[config.mk]
export PLATFORM = sky130hd
export DESIGN_NAME = hid_keyboard_report_tracker
export DESIGN_NICKNAME = d
export VERILOG_FILES = /design/src/rtl/hkrt_pkg.sv /design/src/rtl/hkrt_datapath.sv /design/src/rtl/hkrt_ctrl.sv /design/src/rtl/hid_keyboard_report_tracker.sv
export VERILOG_INCLUDE_DIRS = /design/src /design/src/rtl
export SDC_FILE = /design/constraint.sdc
export NUM_CORES = 1
export LEC_CHECK = 0
export BUFFER_PORTS_ARGS = -buffer_cell sky130_fd_sc_hd__buf_2
export CORE_MARGIN = 1.5
export CORE_UTILIZATION = 53
export DETAILED_ROUTE_END_ITERATION = 7
export PLACE_DENSITY = 0.86
export SETUP_SLACK_MARGIN = 0.05
export SLEW_MARGIN = 20
export SYNTH_ARGS = -nofsm -noshare
export SYNTH_HDL_FRONTEND = slang
export SYNTH_SLANG_ARGS = --single-unit
[constraint.sdc]
create_clock -name clk -period 5.65 [get_ports clk]
set_input_delay 0 -clock clk [delete_from_list [all_inputs] [get_ports clk]]
set_output_delay 0 -clock clk [all_outputs]
set_load 0.1 [all_outputs]
[src/rtl/hid_keyboard_report_tracker_macros.svh]
// ----------------------------------------------------------------------------
// hid_keyboard_report_tracker_macros.svh
// Assertion macros shared by the report tracker modules.
// ----------------------------------------------------------------------------
`ifndef HID_KEYBOARD_REPORT_TRACKER_MACROS_SVH
`define HID_KEYBOARD_REPORT_TRACKER_MACROS_SVH

// implication checked in the next cycle, disabled in reset
`define HKRT_ASSERT_NEXT(lbl, ante, cons, msg) \
  lbl: assert property (@(posedge clk) disable iff (!rst_n) (ante) |=> (cons)) \
    else $error(msg);

// same-cycle implication, disabled in reset
`define HKRT_ASSERT_NOW(lbl, ante, cons, msg) \
  lbl: assert property (@(posedge clk) disable iff (!rst_n) (ante) |-> (cons)) \
    else $error(msg);

`endif

[src/rtl/hkrt_pkg.sv]
// ----------------------------------------------------------------------------
// hkrt_pkg
// Constants and controller/datapath interface types of the report tracker.
// ----------------------------------------------------------------------------
`default_nettype none

package hkrt_pkg;

  localparam int KEY_SLOT_COUNT = 10;
  localparam int OUT_SLOTS      = 10;
  localparam int OUT_W          = 8 * (OUT_SLOTS + 1);

  localparam logic [1:0] ACT_DOWN  = 2'd0;
  localparam logic [1:0] ACT_UP    = 2'd1;
  localparam logic [1:0] ACT_PRESS = 2'd2;
  localparam logic [1:0] ACT_NONE  = 2'd3;

  // modifier codes 0xE0..0xE7 share these upper bits
  localparam logic [4:0] MOD_PREFIX = 5'b11100;

  typedef struct packed {
    logic capture;
    logic search;
    logic apply;
    logic op_up;
    logic load_out;
    logic last;
  } hkrt_cmd_t;

  typedef struct packed {
    logic out_free;
  } hkrt_stat_t;

endpackage

`default_nettype wire

[src/rtl/hkrt_datapath.sv]
// ----------------------------------------------------------------------------
// hkrt_datapath
// Report state, slot search, slot update and output register.
// ----------------------------------------------------------------------------
`default_nettype none

module hkrt_datapath
  import hkrt_pkg::*;
(
  input  wire logic             clk,
  input  wire logic             rst_n,
  input  wire hkrt_cmd_t        cmd,
  output hkrt_stat_t            stat,
  input  wire logic [7:0]       in_code,
  output logic                  out_valid,
  input  wire logic             out_ready,
  output logic [OUT_W-1:0]      out_data,
  output logic                  out_last
);

  logic [7:0]                modifier_r, modifier_nxt;
  logic [7:0]                slots_r   [KEY_SLOT_COUNT];
  logic [7:0]                slots_nxt [KEY_SLOT_COUNT];
  logic [7:0]                code_r;
  logic [KEY_SLOT_COUNT-1:0] match_ge_r, first_empty_r;
  logic [KEY_SLOT_COUNT-1:0] match_ge, first_empty;
  logic                      any_match_r, any_empty_r;
  logic                      out_valid_r;
  logic [OUT_W-1:0]          out_data_r;
  logic                      out_last_r;
  logic [OUT_W-1:0]          report;
  logic                      is_mod;

  assign is_mod = (code_r[7:3] == MOD_PREFIX);

  // match_ge: a match at or below this slot; first_empty: lowest empty slot
  always_comb begin
    logic [KEY_SLOT_COUNT-1:0] match, empty;
    logic                      acc_m, acc_e;
    for (int j = 0; j < KEY_SLOT_COUNT; j++) begin
      match[j] = (slots_r[j] == code_r);
      empty[j] = (slots_r[j] == 8'd0);
    end
    for (int j = 0; j < KEY_SLOT_COUNT; j++) begin
      acc_m = 1'b0;
      acc_e = 1'b0;
      for (int k = 0; k < KEY_SLOT_COUNT; k++) begin
        if (k <= j) acc_m = acc_m | match[k];
        if (k < j)  acc_e = acc_e | empty[k];
      end
      match_ge[j]    = acc_m;
      first_empty[j] = empty[j] & ~acc_e;
    end
  end

  always_comb begin
    modifier_nxt = modifier_r;
    for (int j = 0; j < KEY_SLOT_COUNT; j++) slots_nxt[j] = slots_r[j];
    if (cmd.apply) begin
      if (is_mod) begin
        if (cmd.op_up) modifier_nxt[code_r[2:0]] = 1'b0;
        else           modifier_nxt[code_r[2:0]] = 1'b1;
      end else if (code_r != 8'd0) begin
        if (!cmd.op_up) begin
          if (!any_match_r) begin
            if (any_empty_r) begin
              for (int j = 0; j < KEY_SLOT_COUNT; j++)
                if (first_empty_r[j]) slots_nxt[j] = code_r;
            end else begin
              for (int j = 0; j < KEY_SLOT_COUNT - 1; j++) slots_nxt[j] = slots_r[j+1];
              slots_nxt[KEY_SLOT_COUNT-1] = code_r;
            end
          end
        end else if (any_match_r) begin
          for (int j = 0; j < KEY_SLOT_COUNT - 1; j++)
            if (match_ge_r[j]) slots_nxt[j] = slots_r[j+1];
          slots_nxt[KEY_SLOT_COUNT-1] = 8'd0;
        end
      end
    end
  end

  assign report[7:0] = modifier_r;
  for (genvar g = 0; g < OUT_SLOTS; g++) begin : g_rep
    if (g < KEY_SLOT_COUNT) begin : g_on
      assign report[8*g+15 : 8*g+8] = slots_r[g];
    end else begin : g_off
      assign report[8*g+15 : 8*g+8] = 8'd0;
    end
  end

  always_ff @(posedge clk) begin
    if (!rst_n) begin
      modifier_r  <= 8'd0;
      out_valid_r <= 1'b0;
      for (int j = 0; j < KEY_SLOT_COUNT; j++) slots_r[j] <= 8'd0;
    end else begin
      modifier_r <= modifier_nxt;
      for (int j = 0; j < KEY_SLOT_COUNT; j++) slots_r[j] <= slots_nxt[j];
      if (cmd.load_out)     out_valid_r <= 1'b1;
      else if (out_ready)   out_valid_r <= 1'b0;
    end
  end

  always_ff @(posedge clk) begin
    if (cmd.capture) code_r <= in_code;
    if (cmd.search) begin
      match_ge_r    <= match_ge;
      first_empty_r <= first_empty;
      any_match_r   <= match_ge[KEY_SLOT_COUNT-1];
      any_empty_r   <= |first_empty;
    end
    if (cmd.load_out) begin
      out_data_r <= report;
      out_last_r <= cmd.last;
    end
  end

  assign stat.out_free = !out_valid_r || out_ready;
  assign out_valid     = out_valid_r;
  assign out_data      = out_data_r;
  assign out_last      = out_last_r;

`include "hid_keyboard_report_tracker_macros.svh"

  `HKRT_ASSERT_NEXT(a_load_sets_valid, cmd.load_out, out_valid_r, "output not valid after load")
  `HKRT_ASSERT_NOW(a_load_when_free, cmd.load_out, stat.out_free, "output overwritten")

endmodule

`default_nettype wire

[src/rtl/hkrt_ctrl.sv]
// ----------------------------------------------------------------------------
// hkrt_ctrl
// Sequencer: accept, search, apply, send; second pass for press-release.
// ----------------------------------------------------------------------------
`default_nettype none

module hkrt_ctrl
  import hkrt_pkg::*;
(
  input  wire logic       clk,
  input  wire logic       rst_n,
  input  wire logic       in_valid,
  output logic            in_ready,
  input  wire logic [1:0] in_action,
  output hkrt_cmd_t       cmd,
  input  wire hkrt_stat_t stat
);

  typedef enum logic [3:0] {
    ST_IDLE  = 4'b0001,
    ST_SRCH  = 4'b0010,
    ST_APPLY = 4'b0100,
    ST_SEND  = 4'b1000
  } state_t;

  state_t state_r, state_nxt;
  logic   up_r, up_nxt;
  logic   two_r, two_nxt;
  logic   acc;

  assign in_ready = (state_r == ST_IDLE);
  assign acc      = in_valid && in_ready;

  always_comb begin
    state_nxt    = state_r;
    up_nxt       = up_r;
    two_nxt      = two_r;
    cmd          = '0;
    cmd.op_up    = up_r;
    cmd.last     = !two_r || up_r;
    case (state_r)
      ST_IDLE: begin
        cmd.capture = acc;
        if (acc) begin
          up_nxt  = (in_action == ACT_UP);
          two_nxt = (in_action == ACT_PRESS);
          if (in_action != ACT_NONE) state_nxt = ST_SRCH;
        end
      end
      ST_SRCH: begin
        cmd.search = 1'b1;
        state_nxt  = ST_APPLY;
      end
      ST_APPLY: begin
        cmd.apply = 1'b1;
        state_nxt = ST_SEND;
      end
      ST_SEND: begin
        if (stat.out_free) begin
          cmd.load_out = 1'b1;
          if (two_r && !up_r) begin
            up_nxt    = 1'b1;
            state_nxt = ST_SRCH;
          end else begin
            state_nxt = ST_IDLE;
          end
        end
      end
      default: state_nxt = ST_IDLE;
    endcase
  end

  always_ff @(posedge clk) begin
    if (!rst_n) begin
      state_r <= ST_IDLE;
      up_r    <= 1'b0;
      two_r   <= 1'b0;
    end else begin
      state_r <= state_nxt;
      up_r    <= up_nxt;
      two_r   <= two_nxt;
    end
  end

`include "hid_keyboard_report_tracker_macros.svh"

  `HKRT_ASSERT_NEXT(a_none_drops, acc && (in_action == ACT_NONE), state_r == ST_IDLE, "ignored action started work")
  `HKRT_ASSERT_NEXT(a_item_starts, acc && (in_action != ACT_NONE), state_r == ST_SRCH, "item not searched")
  `HKRT_ASSERT_NEXT(a_press_second, cmd.load_out && two_r && !up_r, (state_r == ST_SRCH) && up_r, "release half skipped")

endmodule

`default_nettype wire

[src/rtl/hid_keyboard_report_tracker.sv]
// ----------------------------------------------------------------------------
// hid_keyboard_report_tracker
// Keyboard report tracker: modifier byte plus ordered key slots.
// ----------------------------------------------------------------------------
// Input channel in_*: one key event per item, action in tuser, code in tdata.
// Output channel out_*: one report per item; tlast marks the final report
// of an event. Down and up give one report, press-release gives two, the
// unused action gives none.
// After an event is accepted, the sequencer steps through search, update
// and output load before the report is offered; it handles one event at
// a time, and a press-release runs these steps twice.
// The output register holds a report while out_tready is low; the block
// waits before loading the next one and keeps in_tready low while it waits.
// Reset clears all slots, the modifier byte and the output valid flag;
// the first event may be sent in the cycle after reset is released.
// ----------------------------------------------------------------------------
`default_nettype none

module hid_keyboard_report_tracker
  import hkrt_pkg::*;
(
  input  wire logic             clk,
  input  wire logic             rst_n,
  input  wire logic             in_tvalid,
  output logic                  in_tready,
  input  wire logic [7:0]       in_tdata,   // [7:0] key_code
  input  wire logic [1:0]       in_tuser,   // [1:0] action
  output logic                  out_tvalid,
  input  wire logic             out_tready,
  output logic [OUT_W-1:0]      out_tdata,  // [7:0] modifier_bits, then slot0..slot9
  output logic                  out_tlast   // last_report
);

  hkrt_cmd_t  cmd;
  hkrt_stat_t stat;

  hkrt_ctrl u_ctrl (
    .clk       (clk),
    .rst_n     (rst_n),
    .in_valid  (in_tvalid),
    .in_ready  (in_tready),
    .in_action (in_tuser),
    .cmd       (cmd),
    .stat      (stat)
  );

  hkrt_datapath u_dp (
    .clk       (clk),
    .rst_n     (rst_n),
    .cmd       (cmd),
    .stat      (stat),
    .in_code   (in_tdata),
    .out_valid (out_tvalid),
    .out_ready (out_tready),
    .out_data  (out_tdata),
    .out_last  (out_tlast)
  );

endmodule

`default_nettype wire
==> run metrics, run 1 <==
outcome completed; Post-Synth Adder-Cell Area 0.2691%; RR Startpoint u_ctrl.up_r$_SDFFE_PN0P_; area share of and/or/nand/nor cells after synthesis 21.85%; Final HPWL DP 13640 um; ys flop type edfxtp_1; switching share of power 21.51%; CTS tree done; leak pwr 4.267 nW; root buffer cell clkbuf_16; Worst Tran Pin Value 1.092 ns; Rel. slew slack 27.22%; clock buffer count from CTS 21; crit start category flop; first-pass GRT wire length 35130 um; vias after detailed routing 7222; CTS clk-pin slew, worst paths 0.07 ns; ys async rst share 0%; io pins 105; switching pwr 0.6901 mW; WP depth 6; Clock Skew 0.01001 ns; Final Critical Period 3.179 ns; Synth Register Bits 213; crit-path cells nand2b_2 -> buf_4 -> o22ai_1 -> nor3_2 -> nand3_1 -> o211a_1; Max Cap Viol 0; # rows 48; drt first pass iters 5; Post-Syn Area per Cell 10.26 um2; synth warn 0; worst setup path startpoint u_ctrl.up_r$_SDFFE_PN0P_; Reg2Reg Setup Slack 2.47 ns; Slowest-stage cell, CP nor3_2; vias in the first global route 6733; Crit Path Max Fanout 45; Crit. End Element flop; Critical path buffers and inverters 1; clock share of power 44.6%; diode count 0; total power draw 3.208 mW; final wirelength 22410 um; main combinational cell family by area after synthesis simple AND/OR/NAND/NOR gates; Clk Latency, worst-skew pair 0.50 ns; critical path type reg2reg; Setup Buffers After CTS 0; layout cell share with drive strength beyond 1 15.03%; Syn Nets 922; XOR/XNOR Fraction of Synth Area 7.629%; gr ovfl total 0; logic gate share of total power 3.5%; Die Span Y 135.5 um; clk buf depth 3; crit path to u_dp.slots_r[0][5]$_SDFFE_PN0P_; achievable frequency 314.5 MHz; clock sink count 213; wire length per cell 18.13 um; reg2reg path depth 6; Die Width 135.5 um; # hold bufs at CTS 15; Max stage delay on crit path 0.81 ns; residual DRC count 0; Final Wtd Congestion 0.8077; port bufs 104; final setup violating endpoints 0; total die area 18350 um2; Initial Util 53.95%; antenna violations before repair 0; H-tree depth 1; area delta synth->final 15.11%; Cell Pwr Density 299.7 nW/um2; synth unique cells 45; Seq pwr share 51.9%; Setup TNS 0 ns; Critical Path RT 6.04 ns; crit path DAT 3.57 ns; GRT Overall Usage 24.52%; Vias/cell 5.843; final hold vios 0; Iter 0 DRT Violations 829; RSZ-0062 raised after global routing false; mux share of post-synthesis cell area 0.4306%; VDD IR max 201.9 uV; Final Cycle Share 56.27%; nets@finish 1013; worst flop-to-flop path endpoint u_dp.slots_r[0][5]$_SDFFE_PN0P_; Max Transition Viols Final 0; Hold Path Class in2reg; Seq/Total Area, Yosys 58.56%; largest net degree at the start of global routing 90; delay-heaviest family, CP simple AND/OR/NAND/NOR gates; core area 17240 um2; Synth Instances 906; Post-synth EDFFs 118; Syn Std Cell Area 9299 um2; Compound-Gate Fraction of Synth Area 7.360%; FILL cells 1366; Int Pwr 2.518 mW; Gates resized, CTS repair 0; post-detailed-route count of antenna-violating nets 0
worst min path at each step:
stage,startpoint,endpoint,slack [ns],cells past startpoint
after floorplan,in_tdata[0],u_dp.code_r[0]$_DFFE_PP_,0.1,0
after global placement,in_tdata[5],u_dp.code_r[5]$_DFFE_PP_,0.18,1
after detailed placement,in_tdata[4],u_dp.code_r[4]$_DFFE_PP_,0.18,1
after CTS,in_tuser[0],u_ctrl.state_r[1]$_SDFFE_PN0P_,0.05,5
after global routing,in_tuser[0],u_ctrl.state_r[1]$_SDFFE_PN0P_,0.1,5
final,in_tuser[0],u_ctrl.state_r[1]$_SDFFE_PN0P_,0.07,5
cell usage in the layout, fill, tap and decap left out, types with 3 or more instances in the layout:
| cell | n |
|---|---|
| nand2_1 | 235 |
| edfxtp_1 | 118 |
| buf_2 | 103 |
| dfxtp_1 | 95 |
| o21ai_0 | 80 |
| nand3_1 | 75 |
| xnor2_1 | 49 |
| xor2_1 | 32 |
| nor4_1 | 30 |
| nand4_1 | 23 |
| clkbuf_16 | 21 |
| dlygate4sd3_1 | 15 |
| nor2_1 | 12 |
| nand3b_1 | 11 |
| o22ai_1 | 10 |
| nor2b_1 | 8 |
| o211a_1 | 8 |
| a21boi_0 | 6 |
| clkinv_1 | 6 |
| buf_4 | 6 |
| inv_1 | 5 |
| or3_1 | 4 |
| a21oi_1 | 4 |
| nor4b_1 | 4 |
| or4_1 | 4 |
| nand2b_1 | 4 |
| mux2i_1 | 4 |
| clkinv_4 | 3 |
| bufinv_16 | 3 |
through the flow:
step	worst slack (ns)	hold WS (ns)	instances	utilization (%)	area (um2)
floorplan	0.08091	0.09887	906	-	9299
global route	2.296	0.09939	1236	62.10	10700
finish	2.471	0.07096	1236	62.10	10700
global placement	2.641	0.1782	1183	56.95	9817
CTS	2.381	0.05187	1235	61.93	10680
detailed placement	2.489	0.1782	1183	56.95	9817
layer usage:
layer / track usage, % / part of all wire [%] / up-vias
met3: 3.891 / 9.2 / 65
met4: 9.797 / 3.0 / 0
met5: 0 / 0 / -
li1: - / - / 3375
met1: 33.34 / 40 / 3390
met2: 39.48 / 48 / 392
worst register-to-register path: stages, from the launching register on:
cell and delay, ns:
dfxtp_1 0.48, nand2b_2 0.66, buf_4 0.55, o22ai_1 0.15, nor3_2 0.81, nand3_1 0.21, o211a_1 0.20
cell type report:
| type | count | area (um2) | share of cell area, % |
|---|---|---|---|
| Tap cell | 225 | 281.5 | 2.630 |
| Sequential cell | 213 | 5445 | 50.87 |
| Clock buffer | 23 | 553.0 | 5.167 |
| Inverter | 6 | 22.52 | 0.2104 |
| Timing Repair Buffer | 125 | 730.7 | 6.826 |
| Multi-Input combinational cell | 630 | 3516 | 32.85 |
| Clock inverter | 14 | 155.1 | 1.449 |
state kept, by name, indices dropped and copies added (netlist names), named ones only:
register / flops
u_dp.any_match_r: 1
u_dp.match_ge_r: 9
u_ctrl.state_r: 4
u_ctrl.up_r: 1
u_dp.slots_r: 80
u_dp.first_empty_r: 10
u_dp.code_r: 8
u_dp.out_data: 88
u_dp.out_valid: 1
u_dp.out_last: 1
u_dp.any_empty_r: 1
u_ctrl.two_r: 1
logic make-up after synthesis:
kind of cell    Yosys count
flops                   213
mux                       4
fa+ha+maj                 2
xor+xnor                 81
buf+inv                  63
compound gates          115
simple gates            428
power by group through the flow:
stage / combinational, mW / clock (mW) / sequential, mW
final: 0.111 / 1.43 / 1.67
after global routing: 0.121 / 1.51 / 1.66
after CTS: 0.109 / 1.44 / 1.66
after detailed placement: 0.100 / 0 / 1.70
after global placement: 0.0960 / 0 / 1.70
after floorplan: 0.107 / 0 / 1.67
cell usage after synthesis, types with 4 or more instances:
cell type / count / area share (%)
nand2_1: 235 / 9.5
xnor2_1: 49 / 4.6
a21boi_0: 6 / 0.48
nand4_1: 23 / 1.5
edfxtp_1: 118 / 38
nand2b_1: 5 / 0.34
or3_1: 4 / 0.27
nand3b_1: 11 / 0.89
buf_1: 6 / 0.24
or4_1: 4 / 0.32
o21ai_0: 80 / 4.3
inv_1: 5 / 0.20
buf_2: 17 / 0.91
buf_6: 12 / 1.5
mux2i_1: 4 / 0.43
dfxtp_1: 95 / 20
nor2b_1: 9 / 0.61
buf_4: 4 / 0.32
xor2_1: 32 / 3.0
a21oi_1: 4 / 0.22
nor2_1: 12 / 0.48
o22ai_1: 10 / 0.67
o211a_1: 8 / 0.86
nor4b_1: 5 / 0.47
clkbuf_1: 18 / 0.73
nor4_1: 30 / 2.0
nand3_1: 75 / 4.0
Power figures use the tool's default switching activity.
==> inputs of run 2 (changes only) <==
- CORE_UTILIZATION: 53 -> 58
- PLACE_DENSITY: 0.86 -> 0.89
- clock period: 5.65 -> 2.94 ns (I/O delays scaled with it)
==> run metrics, run 2 (same netlist as run 1, synthesis figures left out) <==
Clk Latency, worst-skew pair 0.49 ns (was 0.50 ns); Post-DP Area 10040 um2 (was 9817 um2); critical path type reg2reg (unchanged); crit start category flop (unchanged); Worst Tran Pin Value 0.9134 ns (was 1.092 ns); antenna violations before repair 0 (unchanged); clock sink count 213 (unchanged); Max Cap Viol 0 (unchanged); FILL cells 1133 (was 1366); Reg2Reg Setup Slack 0.22 ns (was 2.47 ns); Max stage delay on crit path 0.57 ns (was 0.81 ns); Cell Pwr Density 571.7 nW/um2 (was 299.7 nW/um2); H-tree depth 1 (unchanged); post-detailed-route count of antenna-violating nets 0 (unchanged); Hold Path Origin rst_n (was in_tuser[0]); Critical path buffers and inverters 3 (was 1); Setup TNS 0 ns (unchanged); largest net degree at the start of global routing 89 (was 90); nets@finish 1037 (was 1013); Die Width 129.6 um (was 135.5 um); Largest register FFs 88 (unchanged); Final HPWL DP 13690 um (was 13640 um); port bufs 104 (unchanged); VDD IR max 427.5 uV (was 201.9 uV); vias after detailed routing 7336 (was 7222); area delta synth->final 17.32% (was 15.11%); leak pwr 4.314 nW (was 4.267 nW); residual DRC count 0 (unchanged); Setup Buffers After CTS 0 (unchanged); final setup violating endpoints 0 (unchanged); RR Startpoint u_ctrl.state_r[0]$_SDFFE_PN1P_ (was u_ctrl.up_r$_SDFFE_PN0P_); Max Transition Viols Final 0 (unchanged); Iter 0 DRT Violations 933 (was 829); vias in the first global route 6687 (was 6733); CP most frequent cell dlygate4sd3_1; drt first pass iters 5 (unchanged); Crit Path Max Fanout 9 (was 45); Slowest-stage cell, CP dlygate4sd3_1 (was nor3_2); # rows 46 (was 48); achievable frequency 367.1 MHz (was 314.5 MHz); most frequent cells in the layout nand2_1, edfxtp_1, buf_2, dfxtp_1, o21ai_0 (unchanged); Critical Path RT 3.37 ns (was 6.04 ns); Clock Skew 0.009645 ns (was 0.01001 ns); RSZ-0062 raised after global routing false (unchanged); reg2reg path depth 7 (was 6); GRT Overall Usage 26.96% (was 24.52%); delay-heaviest family, CP buffers and inverters (was simple AND/OR/NAND/NOR gates); Finished Cell Area 10910 um2 (was 10700 um2); io pins 105 (unchanged); most common cell after layout, fill and taps aside nand2_1 (unchanged); clk buf depth 3 (unchanged); crit-path cells nor4b_4 -> nand2_1 -> clkinvlp_4 -> nand3b_1 -> dlygate4sd3_1 -> a21boi_0 -> dlygate4sd3_1 (was nand2b_2 -> buf_4 -> o22ai_1 -> nor3_2 -> nand3_1 -> o211a_1); worst hold stages 2 (was 5); diode count 0 (unchanged); Rel. slew slack 38.55% (was 27.22%); total die area 16800 um2 (was 18350 um2); Crit. End Element flop (unchanged); crit path DAT 3.16 ns (was 3.57 ns); Final Critical Period 2.724 ns (was 3.179 ns); final wirelength 22590 um (was 22410 um); worst flop-to-flop path endpoint u_ctrl.two_r$_SDFFE_PN0P_ (was u_dp.slots_r[0][5]$_SDFFE_PN0P_); outcome completed (unchanged); Vias/cell 5.864 (was 5.843); hold endpoint u_ctrl.state_r[0]$_SDFFE_PN1P_ (was u_ctrl.state_r[1]$_SDFFE_PN0P_); Hold Path Class in2reg (unchanged); gr ovfl total 0 (unchanged); Initial Util 58.97% (was 53.95%); clock buffer count from CTS 21 (unchanged); Final Cycle Share 92.65% (was 56.27%); layout cell share with drive strength beyond 1 17.39% (was 15.03%); CTS clk-pin slew, worst paths 0.06 ns (was 0.07 ns); worst setup path startpoint u_ctrl.state_r[0]$_SDFFE_PN1P_ (was u_ctrl.up_r$_SDFFE_PN0P_); final hold vios 0 (unchanged); wire length per cell 18.06 um (was 18.13 um); core area 15770 um2 (was 17240 um2); Final Wtd Congestion 0.8282 (was 0.8077); first-pass GRT wire length 35190 um (was 35130 um); Die Span Y 129.6 um (was 135.5 um); root buffer cell clkbuf_16 (unchanged); CTS tree done (unchanged)
==> run 2: cell types whose count changed in the layout (fill, tap and decap cells not counted) <==
| cell | change |
|---|---|
| buf_4 | +25 |
| clkinv_1 | -3 |
| clkinvlp_4 | +3 |
| clkbuf_1 | +2 |
| clkinv_4 | -2 |
| clkbuf_16 | +1 |
| clkinv_2 | -1 |
| dlygate4sd3_1 | -1 |
| inv_1 | -1 |
| inv_4 | +1 |
| nor4b_1 | -1 |
| nor4b_4 | +1 |
==> run 2: how the worst max path moves through the flow <==
stage | endpoint | slack [ns] | depth (start not counted)
2_1_floorplan | u_ctrl.state_r[1]$_SDFFE_PN0P_ | 0.05 | 5
3_3_place_gp | u_dp.slots_r[0][27]$_SDFFE_PN0P_ | 0.66 | 6
3_5_place_dp | u_dp.slots_r[0][15]$_SDFFE_PN0P_ | 0.56 | 6
4_1_cts | u_ctrl.two_r$_SDFFE_PN0P_ | 0.22 | 7
5_1_grt | u_ctrl.two_r$_SDFFE_PN0P_ | 0.05 | 7
6_report | u_ctrl.two_r$_SDFFE_PN0P_ | 0.22 | 7
==> run 2: worst register-to-register path, delay by kind of cell (launching register included) <==
kind	cells	cell delay [ns]
buffers and inverters	3	1.36
AND/OR/NAND/NOR	3	0.64
flip-flops	1	0.49
AO/OA/AOI/OAI	1	0.19
==> run 2: cell type report <==
| class | count | area (um2) | area share [%] |
|---|---|---|---|
| Sequential cell | 213 | 5445 | 49.91 |
| Multi-Input combinational cell | 630 | 3531 | 32.37 |
| Timing Repair Buffer | 149 | 908.4 | 8.327 |
| Clock buffer | 26 | 585.6 | 5.368 |
| Tap cell | 216 | 270.3 | 2.477 |
| Clock inverter | 11 | 142.6 | 1.307 |
| Inverter | 6 | 26.28 | 0.2409 |
==> run 2: per-layer routing <==
layer	GRT usage, %	share of wire [%]	up-vias	wire length [um]
li1	-	-	3417	-
met1	35.74	41	3476	9198
met2	43.54	47	367	10690
met3	5.656	8.3	76	1879
met4	10.78	3.6	0	821
met5	0	0	-	0
==> run 2: repair_timing <==
action	in CTS	in global routing
hold buffers	14	0
gates resized for setup	0	1
endpoints found under the hold margin	12	0
setup endpoints to repair	0	1
==> run 2: metrics by stage <==
step	worst slack [ns]	util [%]	instances	hold WS [ns]	total power, mW
floorplan	0.05354	-	906	0.09887	3.411
global route	0.05263	69.18	1251	0.06017	6.413
detailed placement	0.5606	63.65	1200	0.1786	3.473
CTS	0.2192	69.15	1251	0.02422	6.251
global placement	0.6560	63.65	1200	0.1803	3.464
finish	0.2161	69.18	1251	0.02464	6.237
==> run 2: power breakdown <==
| part | internal, mW | switching, mW |
|---|---|---|
| Sequential | 3.13 | 0.0154 |
| Combinational | 0.102 | 0.189 |
| Clock | 1.68 | 1.12 |
